`src/rtl/pldm_pkg.sv`:
```
// ----------------------------------------------------------------------------
// pldm_pkg: shared types and constants of the path list merge unit
// Command and status codes, FNV-1a constants, case folding, and the
// controller/datapath handshake structs.
// ----------------------------------------------------------------------------
package pldm_pkg;

  // input commands
  localparam logic [1:0] CMD_CLEAR = 2'd0;
  localparam logic [1:0] CMD_DATA  = 2'd1;
  localparam logic [1:0] CMD_READ  = 2'd2;

  // result status codes
  localparam logic [2:0] STAT_REC    = 3'd0;
  localparam logic [2:0] STAT_UNREC  = 3'd1;
  localparam logic [2:0] STAT_DUP    = 3'd2;
  localparam logic [2:0] STAT_NOROOM = 3'd3;
  localparam logic [2:0] STAT_READ   = 3'd4;

  localparam logic [63:0] FNV_BASIS = 64'hcbf29ce484222325;
  localparam logic [7:0]  SEP_BYTE  = 8'd59;
  localparam logic [12:0] CAP_RESET = 13'd4096;

  // controller -> datapath commands
  typedef struct packed {
    logic       byte_acc;
    logic       rd_acc;
    logic       clear;
    logic       scan_rd;
    logic       scan_next;
    logic       cmp_start;
    logic       cmp_rd;
    logic       cmp_next;
    logic       append;
    logic       fin_done;
    logic       load;
    logic [2:0] load_status;
  } pldm_cmd_t;

  // datapath -> controller status
  typedef struct packed {
    logic is_sep;
    logic len_zero;
    logic k_end;
    logic kmatch;
    logic i_end;
    logic bytes_eq;
    logic fits;
    logic table_full;
    logic out_free;
  } pldm_sts_t;

  // ASCII upper case folds to lower case
  function automatic logic [7:0] fold(input logic [7:0] c);
    logic [7:0] r;
    r = ((c >= 8'd65) && (c <= 8'd90)) ? c + 8'd32 : c;
    return r;
  endfunction

endpackage

```
`src/rtl/pldm_ctrl.sv`:
```
// ----------------------------------------------------------------------------
// pldm_ctrl: sequencer of the path list merge unit
// Takes input beats in IDLE, walks the kept table and byte compare at the
// end of an entry, and decides append, duplicate or no room.
// ----------------------------------------------------------------------------
module pldm_ctrl (
  input  logic                  clk,
  input  logic                  rst_n,
  input  logic                  in_valid,
  output logic                  in_ready,
  input  logic [1:0]            in_cmd,
  input  logic                  in_part_end,
  input  pldm_pkg::pldm_sts_t   sts,
  output pldm_pkg::pldm_cmd_t   ctl
);
  import pldm_pkg::*;

  localparam logic [2:0] S_IDLE     = 3'd0;
  localparam logic [2:0] S_RD       = 3'd1;
  localparam logic [2:0] S_FIN      = 3'd2;
  localparam logic [2:0] S_SCAN_REQ = 3'd3;
  localparam logic [2:0] S_SCAN_CHK = 3'd4;
  localparam logic [2:0] S_CMP_REQ  = 3'd5;
  localparam logic [2:0] S_CMP_CHK  = 3'd6;
  localparam logic [2:0] S_DECIDE   = 3'd7;

  logic [2:0] state_r, state_nxt;
  logic       stopped_r, stopped_nxt;
  logic       acc;

  assign in_ready = (state_r == S_IDLE);
  assign acc      = in_valid && in_ready;

  // next state and commands
  always_comb begin
    state_nxt   = state_r;
    stopped_nxt = stopped_r;
    ctl         = '0;
    ctl.load_status = STAT_READ;
    unique case (state_r)
      S_IDLE: begin
        if (acc) begin
          case (in_cmd)
            CMD_CLEAR: begin
              ctl.clear   = 1'b1;
              stopped_nxt = 1'b0;
            end
            CMD_READ: begin
              ctl.rd_acc = 1'b1;
              state_nxt  = S_RD;
            end
            CMD_DATA: begin
              if (!stopped_r) begin
                if (sts.is_sep) begin
                  state_nxt = S_FIN;
                end else begin
                  ctl.byte_acc = 1'b1;
                  if (in_part_end) state_nxt = S_FIN;
                end
              end
            end
            default: ;
          endcase
        end
      end
      S_RD: begin
        if (sts.out_free) begin
          ctl.load        = 1'b1;
          ctl.load_status = STAT_READ;
          state_nxt       = S_IDLE;
        end
      end
      S_FIN: begin
        if (sts.len_zero) begin
          ctl.fin_done = 1'b1;
          state_nxt    = S_IDLE;
        end else begin
          state_nxt = S_SCAN_REQ;
        end
      end
      S_SCAN_REQ: begin
        if (sts.k_end) begin
          state_nxt = S_DECIDE;
        end else begin
          ctl.scan_rd = 1'b1;
          state_nxt   = S_SCAN_CHK;
        end
      end
      S_SCAN_CHK: begin
        if (sts.kmatch) begin
          ctl.cmp_start = 1'b1;
          state_nxt     = S_CMP_REQ;
        end else begin
          ctl.scan_next = 1'b1;
          state_nxt     = S_SCAN_REQ;
        end
      end
      S_CMP_REQ: begin
        if (sts.i_end) begin
          // every byte equal: duplicate of the kept entry
          if (sts.out_free) begin
            ctl.load        = 1'b1;
            ctl.load_status = STAT_DUP;
            ctl.fin_done    = 1'b1;
            state_nxt       = S_IDLE;
          end
        end else begin
          ctl.cmp_rd = 1'b1;
          state_nxt  = S_CMP_CHK;
        end
      end
      S_CMP_CHK: begin
        if (sts.bytes_eq) begin
          ctl.cmp_next = 1'b1;
          state_nxt    = S_CMP_REQ;
        end else begin
          ctl.scan_next = 1'b1;
          state_nxt     = S_SCAN_REQ;
        end
      end
      S_DECIDE: begin
        if (sts.out_free) begin
          ctl.load     = 1'b1;
          ctl.fin_done = 1'b1;
          state_nxt    = S_IDLE;
          if (!sts.fits) begin
            ctl.load_status = STAT_NOROOM;
            stopped_nxt     = 1'b1;
          end else begin
            ctl.append      = 1'b1;
            ctl.load_status = sts.table_full ? STAT_UNREC : STAT_REC;
          end
        end
      end
      default: state_nxt = S_IDLE;
    endcase
  end

  always_ff @(posedge clk) begin
    if (!rst_n) begin
      state_r   <= S_IDLE;
      stopped_r <= 1'b0;
    end else begin
      state_r   <= state_nxt;
      stopped_r <= stopped_nxt;
    end
  end

`ifndef ASSERT_OFF
  // a merge that stopped takes no new entry work
  a_stop_no_fin: assert property (@(posedge clk) disable iff (!rst_n)
    stopped_r && state_r == S_IDLE |=> state_r != S_FIN)
    else $error("entry finished while stopped");
  // a result is loaded only from a deciding state
  a_load_state: assert property (@(posedge clk) disable iff (!rst_n)
    ctl.load |-> (state_r == S_RD || state_r == S_CMP_REQ || state_r == S_DECIDE))
    else $error("result loaded from wrong state");
  // append only happens on a fitting entry
  a_append_fits: assert property (@(posedge clk) disable iff (!rst_n)
    ctl.append |-> sts.fits && !stopped_nxt)
    else $error("append without room");
`endif

endmodule

```
`config.mk`:
```
export PLATFORM = sky130hd
export DESIGN_NAME = pldm_ctrl
export DESIGN_NICKNAME = d
export VERILOG_FILES = /design/src/rtl/pldm_pkg.sv /design/src/rtl/pldm_ctrl.sv
export SDC_FILE = /design/constraint.sdc
export NUM_CORES = 1
export LEC_CHECK = 0
export ABC_AREA = 0
export BUFFER_PORTS_ARGS = -buffer_cell sky130_fd_sc_hd__buf_4
export CORE_AREA = 2 2 39 41
export CTS_BUF_LIST = sky130_fd_sc_hd__clkbuf_2
export DETAILED_ROUTE_END_ITERATION = 8
export DIE_AREA = 0 0 41 43
export GPL_TIMING_DRIVEN = 0
export PLACE_DENSITY_LB_ADDON = 0.05
export SYNTH_ARGS = -nofsm -noshare
export SYNTH_HDL_FRONTEND = slang
export SYNTH_SLANG_ARGS = --single-unit
```
`constraint.sdc`:
```
create_clock -name clk -period 1.74 [get_ports clk]
set_clock_uncertainty 0.1 [all_clocks]
set_input_delay 0 -clock clk [delete_from_list [all_inputs] [get_ports clk]]
set_output_delay 0 -clock clk [all_outputs]
set_load 0.05 [all_outputs]
```
==> reports/results.tsv <==
stage	metric	value	unit
timing	fin_ws	0.242	ns
synthesis	yosysUniqueCellTypes	24	
min_path	hp-class	input pin to flop	
clock_network	clock_latency	0.21	ns
route	via_per_inst	5.13	
setup_path	ff2ff_path_depth	4	
clock_network	root_buffer	clkbuf_2	
route	drc_errors	0	
global_routing	grt_pass1_vias	471	
pwr	combPwrFrac	41.8	%
synthesis	ys_warn_count	0	
clock_network	cts_sinks	4	
die	die_area	0.00176	mm2
timing	hold_viol	0	
synthesis	ys_ff_latch	4	
global_routing	grt_pass1_wl	1940	um
clock_network	clock_path_buffers	2	
setup_path	regToRegEndpoint	state_r[0]	
timing	setup_violations	0	
synthesis	synth.avg_cell_area	6.91	um2
synthesis	synth_top_area_share	18.4	%
final_layout	n_antenna_cell	0	
place	place.gp.congestion	0.770	
synthesis	synth_ff_type	dfxtp_1	
setup_path	cp.arrival	1.40	ns
synthesis	syn-cell-area	435	um2
synthesis	synth_area_leaders	dfxtp_1, nand2b_1, and3_1	
timing	worst_pin_slew	0.299	ns
final_layout	fillCellCount	148	
timing	whs	0.0166	ns
synthesis	syn-instance-count	63	
clock_network	htreeDepth	1	
timing	rsz0062_at_grt	false	
pwr	power.internal	201	uW
outcome	status	finished, final reports clean	
synthesis	synth_edf_count	0	
setup_path	rrSetupSlack	0.37	ns
setup_path	r2r-start	state_r[1]	
place	portBuffers	29	
synthesis	ys_top_cells_by_count	nor2_1, nand2_1, nand2b_1	
route	ant_nets	0	
route	dr.pass1.iters	4	
synthesis	async_flop_share	0	%
setup_path	cp.required	1.64	ns
pwr	p_per_area	441	mW/mm2
global_routing	grtUsageMet2	23.4	%
clock_network	numCtsBuffers	3	
synthesis	synth.most_common_cell	nor2_1	
route	routedWlPerCell	11.3	um
clock_network	clkTransAtPathRegs	0.05	ns
timing	layout_min_cycle_time	1.50	ns
setup_path	critical_path.max_fanout	10	
place	placed_cell_area	706	um2
synthesis	yosysSeqAreaShare	18.4	%
global_routing	grt.total_usage	16.0	%
global_routing	grt.overflow.total	0	
final_layout	multi_input_area	350	um2
place	dp_slack	0.382	ns
global_routing	met3_usage	7.85	%
pwr	clockPowerShare	27.3	%
place	hpwl	994	um
pwr	sw_frac_of_total	37.7	%
clock_network	tritoncts	yes	
min_path	min_from	in_cmd[0]	
timing	maxSlewViolCount	0	
pwr	p_switching	121	uW
min_path	holdPathStages	2	
global_routing	use_met1	20.3	%
die	rows	14	
die	ios	30	
final_layout	drive_above_1_share	46.9	%
setup_path	cp-end-kind	primary output	
pwr	ir_drop	0.377	mV
final_layout	areaGrowthSynthToFinish	67.8	%
route	vias	574	
pwr	seq_power_share	31.0	%
timing	max_freq	0.668	GHz
final_layout	post-route-util	52.8	%
final_layout	nets	113	
die	coreArea	0.00138	mm2
synthesis	syn-num-nets	78	
die	floorplan.initialDensity	31.5	%
setup_path	crit_type	flop to primary output	
route	wl	1260	um
synthesis	synth_top_area_cell	dfxtp_1	
global_routing	grt_max_degree	11	
timing	post-route-period-util	86.1	%
final_layout	seq_area	80.1	um2
die	dieWidth	41	um
setup_path	start_kind	flop	
global_routing	antenna_found_initial	0	
pwr	p_leak	0.342	nW
job	maxCapViolations	0	
timing	slew_headroom	80.1	%
die	fp.dieH	43	um
min_path	hold_end	stopped_r	
final_layout	fin_area	731	um2
clock_network	cts_resized	0	
global_routing	top_usage_layer	met2	
route	drt_iter0_drc	16	
==> power by group through the flow <==
stage / Clock, mW / Sequential, mW / Combinational, mW
final: 0.0878 / 0.0997 / 0.134
after global placement: 0 / 0.101 / 0.132
after detailed placement: 0 / 0.101 / 0.132
after CTS: 0.0924 / 0.0997 / 0.134
after global routing: 0.0988 / 0.0999 / 0.145
after floorplan: 0 / 0.101 / 0.0807
==> critical path, stage by stage, from the launching register on <==
cell and delay, ns:
dfxtp_1 0.41, buf_6 0.16, and3_1 0.20, nand2_1 0.08, a21oi_1 0.12, buf_4 0.21
==> logic make-up (layout without fill, tap and decap cells) <==
group	count (synthesis)	count (layout)	share of synthesized area [%]
buf+inv	5	38	8.62
simple gates	38	38	50.6
compound gates	16	16	22.4
flops	4	4	18.4
==> cells in the final DEF, fill, tap and decap left out <==
cell type,n
buf_4,30
nand2_1,7
nor2_1,7
nand2b_1,6
and3_1,5
a21oi_1,4
o21ai_1,4
nand3b_1,4
dfxtp_1,4
clkbuf_2,3
buf_6,2
inv_2,1
nor2b_2,1
o21ai_2,1
nor3_4,1
nor4_2,1
nor2_2,1
a21oi_2,1
inv_1,1
nor3b_2,1
nor3_2,1
o21ai_0,1
a21boi_1,1
nor4b_2,1
a221oi_1,1
nor3b_1,1
nor3_1,1
a41oi_1,1
a31oi_1,1
o221a_1,1
dlygate4sd3_1,1
==> final cells by class <==
class | count | share of cell area, %
multi-input combinational | 54 | 47.9
sequential | 4 | 11.0
timing repair buffer | 30 | 31.2
clock buffer | 3 | 2.05
inverter | 2 | 1.03
tap | 16 | 2.74
buffer | 3 | 4.11
==> sequential cells by signal, summed over array words and instances (netlist names) <==
| name | count |
|---|---|
| stopped_r | 1 |
| state_r | 3 |
==> per-layer routing <==
layer	wire, um	vias to the layer above	part of all wire, %
met1	545	249	43
met5	0	-	0
met3	152	2	12
met4	8	0	0.63
li1	-	296	-
met2	554	27	44
==> how the worst max path moves through the flow <==
| stage | start | to | slack (ns) |
|---|---|---|---|
| 2_1_floorplan | state_r[1] | ctl[13] | -0.15 |
| 3_3_place_gp | state_r[1] | state_r[0] | 0.35 |
| 3_5_place_dp | state_r[1] | state_r[0] | 0.38 |
| 4_1_cts | state_r[0] | ctl[0] | 0.23 |
| 5_1_grt | state_r[0] | ctl[0] | 0.12 |
| 6_report | state_r[0] | ctl[0] | 0.24 |
==> per-stage QoR <==
| step | power, mW | setup TNS [ns] | std cells |
|---|---|---|---|
| after global placement | 0.234 | 0 | 108 |
| after detailed placement | 0.234 | 0 | 108 |
| after global routing | 0.344 | 0 | 112 |
| after floorplan | 0.181 | -0.147 | 63 |
| final | 0.322 | 0 | 112 |
| after CTS | 0.326 | 0 | 112 |
==> repair_timing <==
action,4_1_cts,5_1_grt
setup buffers,0,0
hold buffers,1,0
hold endpoints to repair,2,0
Note: power is estimated with default switching activity, not from simulation.
